File: src/rtl/core/nds_pkg.sv
// Shared constants, types and helper function of the NRZI preamble sync decoder.
`default_nettype none

package nds_pkg;

  localparam int LENGTH_WIDTH = 32;
  localparam int INDEX_WIDTH  = 48;
  localparam int MAX_PREAMBLE = 64;

  localparam int SUM_WIDTH  = LENGTH_WIDTH + $clog2(MAX_PREAMBLE);
  localparam int SEEN_WIDTH = $clog2(MAX_PREAMBLE + 1);

  localparam int K_WIDTH    = 3;
  localparam int DATA_WIDTH = 32;
  localparam int PADDR_W    = 3;

  localparam logic [K_WIDTH-1:0] K_MIN   = 3'd2;
  localparam logic [K_WIDTH-1:0] K_MAX   = 3'd6;
  localparam logic [K_WIDTH-1:0] K_RESET = 3'd4;

  localparam logic REG_PREAMBLE_LOG2 = 1'b0;

  localparam logic KIND_PREAMBLE = 1'b0;
  localparam logic KIND_BIT      = 1'b1;

  typedef struct packed {
    logic [K_WIDTH-1:0] preamble_log2;
  } nds_cfg_t;

  function automatic logic [K_WIDTH-1:0] eff_log2(input logic [K_WIDTH-1:0] raw);
    logic [K_WIDTH-1:0] k;
    k = raw;
    if (k < K_MIN) k = K_MIN;
    if (k > K_MAX) k = K_MAX;
    for (int i = 0; i < 6; i++) begin
      if ((k > 0) && ((32'd1 << k) > 32'(MAX_PREAMBLE))) k = k - 1'b1;
    end
    return k;
  endfunction

endpackage

`default_nettype wire

File: src/rtl/core/nds_cfg_regs.sv
// APB register file holding the preamble length setting.
`default_nettype none

module nds_cfg_regs import nds_pkg::*; (
  input  wire logic                  clk,
  input  wire logic                  rst,
  input  wire logic                  psel,
  input  wire logic                  penable,
  input  wire logic                  pwrite,
  input  wire logic [PADDR_W-1:0]    paddr,
  input  wire logic [DATA_WIDTH-1:0] pwdata,
  output logic      [DATA_WIDTH-1:0] prdata,
  output logic                       pready,
  output nds_cfg_t                   cfg
);

  logic [K_WIDTH-1:0] preamble_log2;
  logic               sel_k;

  assign pready = 1'b1;
  assign sel_k  = (paddr[PADDR_W-1:2] == REG_PREAMBLE_LOG2);

  always_ff @(posedge clk) begin
    if (rst) begin
      preamble_log2 <= K_RESET;
    end else if (psel && penable && pwrite && pready && sel_k) begin
      preamble_log2 <= pwdata[K_WIDTH-1:0];
    end
  end

  assign prdata = sel_k ? DATA_WIDTH'(preamble_log2) : '0;
  assign cfg.preamble_log2 = preamble_log2;

endmodule

`default_nettype wire

File: config.mk
export PLATFORM = sky130hd
export DESIGN_NAME = nds_cfg_regs
export DESIGN_NICKNAME = d
export VERILOG_FILES = /design/src/rtl/core/nds_pkg.sv /design/src/rtl/core/nds_cfg_regs.sv
export SDC_FILE = /design/constraint.sdc
export NUM_CORES = 1
export LEC_CHECK = 0
export BUFFER_PORTS_ARGS = -buffer_cell sky130_fd_sc_hd__buf_2
export CAP_MARGIN = 15
export CORE_MARGIN = 8
export CORE_UTILIZATION = 25
export CTS_CLUSTER_DIAMETER = 100
export DETAILED_ROUTE_END_ITERATION = 16
export PLACE_DENSITY = 0.89
export SKIP_LAST_GASP = 1
export SYNTH_ARGS = -nofsm -noshare
export SYNTH_HDL_FRONTEND = slang
export SYNTH_SLANG_ARGS = --single-unit
export TNS_END_PERCENT = 50
File: constraint.sdc
create_clock -name clk -period 1.1 [get_ports clk]
set_clock_uncertainty 0.2 [all_clocks]
set_input_delay 0.055 -clock clk [delete_from_list [all_inputs] [get_ports clk]]
set_output_delay 0.055 -clock clk [all_outputs]
set_load 0.05 [all_outputs]
# [After elaboration in Yosys (flattened, before gate mapping)]
# Cells that the tools add are included.
[totals] word_cells=6 in_bits=40 regBits=3 out_inout_bits=36
[op_classes] mux=1 bitwise_logic=1 n_reduce_logical=3
[ops] cell="$logic_and 1x1->1" count=3
[ops] cell="$mux 3" count=1
[ops] cell="$not 1->1" count=1

# [Longest topological paths before layout]
[depth] ltp_word=3 depth_mapped=3 depth_no_buf=2

# [Worst setup path after synthesis]
# OpenSTA, ideal clock, no wires.
[synth_path] path_type="register -> output" start="reg preamble_log2[0], in the netlist cfg[0]" end="out prdata[0]" path_buffers=0 required_time_ns=0.845 arrival_time_ns=1.010 setup_slack_ns=-0.165 stages_incl_launch_ff=2 path_cell_list="dfxtp_1 -> and2b_2"
[synth_via] elab_chain_cells=1
[synth_rtl] element="from (decl)" line="nds_cfg_regs.sv:17" source="logic [K_WIDTH-1:0] preamble_log2;"
[synth_rtl] element="from (signal assigned)" line="nds_cfg_regs.sv:27" source="preamble_log2 <= pwdata[K_WIDTH-1:0];"
[synth_rtl] element="$mux 3" line="nds_cfg_regs.sv:31" source="assign prdata = sel_k ? DATA_WIDTH'(preamble_log2) : '0;"
[synth_rtl] element="to (decl)" line="nds_cfg_regs.sv:12" source="output logic [DATA_WIDTH-1:0] prdata,"
# Every way passes these cells.

# [Worst setup path after layout]
[layout_path] start="reg preamble_log2[1], in the netlist cfg[1]" end="out prdata[1]"
# Same word-level chain as after synthesis.

==> flow_metrics.env <==
export IMPL_layout_drive_gt1_share_pct=33.8
export IMPL_p_sw_share_pct=52.6
export IMPL_crit_fanout=3
export IMPL_portBuffers=14
export IMPL_final_nets=109
export IMPL_syn2layout_area_growth_pct=12.7
export IMPL_grt_usage_pct=5.60
export IMPL_ant_nets=0
export IMPL_ios=76
export IMPL_avgSynthCellArea_um2=8.22
export IMPL_grt_max_degree=7
export IMPL_post_cts_setup_buffers=0
export IMPL_failed_checks="negative setup slack"
export IMPL_via_per_inst=3.15
export IMPL_antenna_cells=0
export IMPL_fin_crit_sh_pct=104
export IMPL_gp_congestion=0.630
export IMPL_cp_slowest_cell="dfxtp_2"
export IMPL_place_area_um2=363
export IMPL_grt_pass1_vias=313
export IMPL_place_inst=76
export IMPL_total_leakage_power_nw=0.257
export IMPL_cts_buffer_depth=2
export IMPL_peakVddDrop_mv=0.307
export IMPL_rows=14
export IMPL_gr_total_overflow=0
export IMPL_power_total_mw=0.600
export IMPL_max_freq_mhz=873
export IMPL_syn_area_um2=403
export IMPL_largest_reg_flops=3
export IMPL_insertion_delay_ns=0.23
export IMPL_cp_top_family="flip-flops"
export IMPL_seq_power_share_pct=19.0
export IMPL_synth_top_family_by_area="buffers and inverters"
export IMPL_path_buf_inv=1
export IMPL_wl_per_cell_um=9.85
export IMPL_cts_max_level=1
export IMPL_p_int_mw=0.285
export IMPL_layoutNonFillerInstCount=84
export IMPL_final_common_cell="conb_1"
export IMPL_cp_required_ns=0.84
export IMPL_slew_viol_final=0
export IMPL_hold_viol_final=0
export IMPL_cts_sinks=3
export IMPL_power_switching_mw=0.315
export IMPL_final_area_um2=454
export IMPL_ys_ff_latch=3
export IMPL_status="finished with violations"
export IMPL_synth_cell_types=9
export IMPL_crit_arrival_ns=0.89
export IMPL_cp_cell_sequence="and2b_2 -> buf_8"
export IMPL_hold_class="in -> reg"
export IMPL_antenna_found_initial=0
export IMPL_finalSetupViolations=3
export IMPL_rrSetupSlack_ns=0.29
export IMPL_drt_total_wl_um=827
export IMPL_slowest_delay_ns=0.31
export IMPL_synth_area_mux_share_pct=7.45
export IMPL_yosysWarnings=0
export IMPL_dieHeight_um=56.1
export IMPL_cts_buffers=3
export IMPL_coreArea_um2=1510
export IMPL_max_cap_viol_count=0
export IMPL_start_util_pct=26.7
export IMPL_clkTransAtPathRegs_ns=0.04
export IMPL_min_period_ns=1.15
export IMPL_path_class="reg -> out"
export IMPL_drc=0
export IMPL_dpl_hpwl_um=758
export IMPL_synth_compound_area_share_pct=0
export IMPL_critPathLaunchType="flop"
export IMPL_ys_seq_area_share_pct=14.9
export IMPL_setup_slack_ns=-0.0459
export IMPL_cts_root_buffer="clkbuf_4"
export IMPL_via_count=265
export IMPL_worst_hold_slack_ns=0.115
export IMPL_synth_simple_gate_area_share_pct=17.1
export IMPL_cts_tree="built"
export IMPL_pwr_share_clk_pct=31.5
export IMPL_grt_pass1_wl_mm=1.41
export IMPL_drt_iter0_markers=6
export IMPL_yosys_area_share_xor_xnor_pct=0
export IMPL_p_per_area_nw_per_um2=1320
export IMPL_p_comb_share_pct=49.5
export IMPL_dieArea_um2=3150
export IMPL_cp_end_kind="output port"
export IMPL_fill_cells=165
export IMPL_rsz0062_at_grt="yes"
export IMPL_first_pass_iters=3
export IMPL_synth_fa_ha_area_share_pct=0
export IMPL_synthCells=49
export IMPL_final_cell_mix="conb_1, buf_2, nand2b_1, dlygate4sd3_1"
export IMPL_die_w_um=56.1
export IMPL_setup_tns_ns=-0.116
per-layer routing:
metal,part of all wire [%],track usage [%],vias up,wire length [um]
li1,-,-,126,-
met4,0,3.09,0,0
met1,35,4.09,108,293
met5,0,0,-,0
met2,40,7.45,31,332
met3,24,7.99,0,200
what timing repair did:
item | CTS | global route
resized for setup | 6 | 3
hold buffers | 4 | 0
endpoints found under the setup margin | 5 | 5
hold endpoints to repair | 3 | 0
final cells by class:
cell class / count / area [um2] / area share [%]
Multi-Input combinational cell: 43 / 211 / 46.6
Sequential cell: 3 / 63.8 / 14.0
Timing Repair Buffer: 18 / 133 / 29.2
Tap cell: 16 / 20.0 / 4.41
Clock buffer: 4 / 26.3 / 5.79
final timing paths:
path	from	end	depth (start not counted)
setup / recovery	cfg[1]	prdata[1]	2
setup reg to reg	cfg[2]	cfg[2]	2
hold reg to reg	cfg[0]	cfg[0]	2
hold / removal	penable	cfg[1]	3
worst min-delay path, cell delays in order:
cell     delay [ns]
buf_2          0.09
and4b_1        0.22
mux2i_1        0.13
Yosys cell counts:
cell       n  area share (%)
dfxtp_1    3              15
buf_4     30              56
conb_1     2             1.9
nand2b_1   4             6.2
and2b_2    3             6.5
buf_6      1             2.8
mux2i_1    3             7.5
nor2_1     2             1.9
and4b_1    1             2.5
through the flow:
stage / setup slack, ns / util [%]
after floorplan: -0.165 / -
after global placement: 0.129 / 24.1
after detailed placement: 0.0695 / 24.1
after CTS: -0.0513 / 29.7
after global routing: -0.0794 / 30.1
final: -0.0459 / 30.1
power by group through the flow:
stage               combinational, mW  clock (mW)  sequential, mW
floorplan                       0.332           0           0.124
global placement                0.275           0           0.115
finish                          0.297       0.189           0.114
detailed placement              0.277           0           0.115
CTS                             0.293       0.198           0.114
global route                    0.310       0.207           0.114
cells by family after synthesis:
kind of cell  count (synthesis)
mux                           3
simple gates                 10
flops                         3
other cells                   2
buf+inv                      31
No activity file was read; power rests on OpenSTA's default activity.
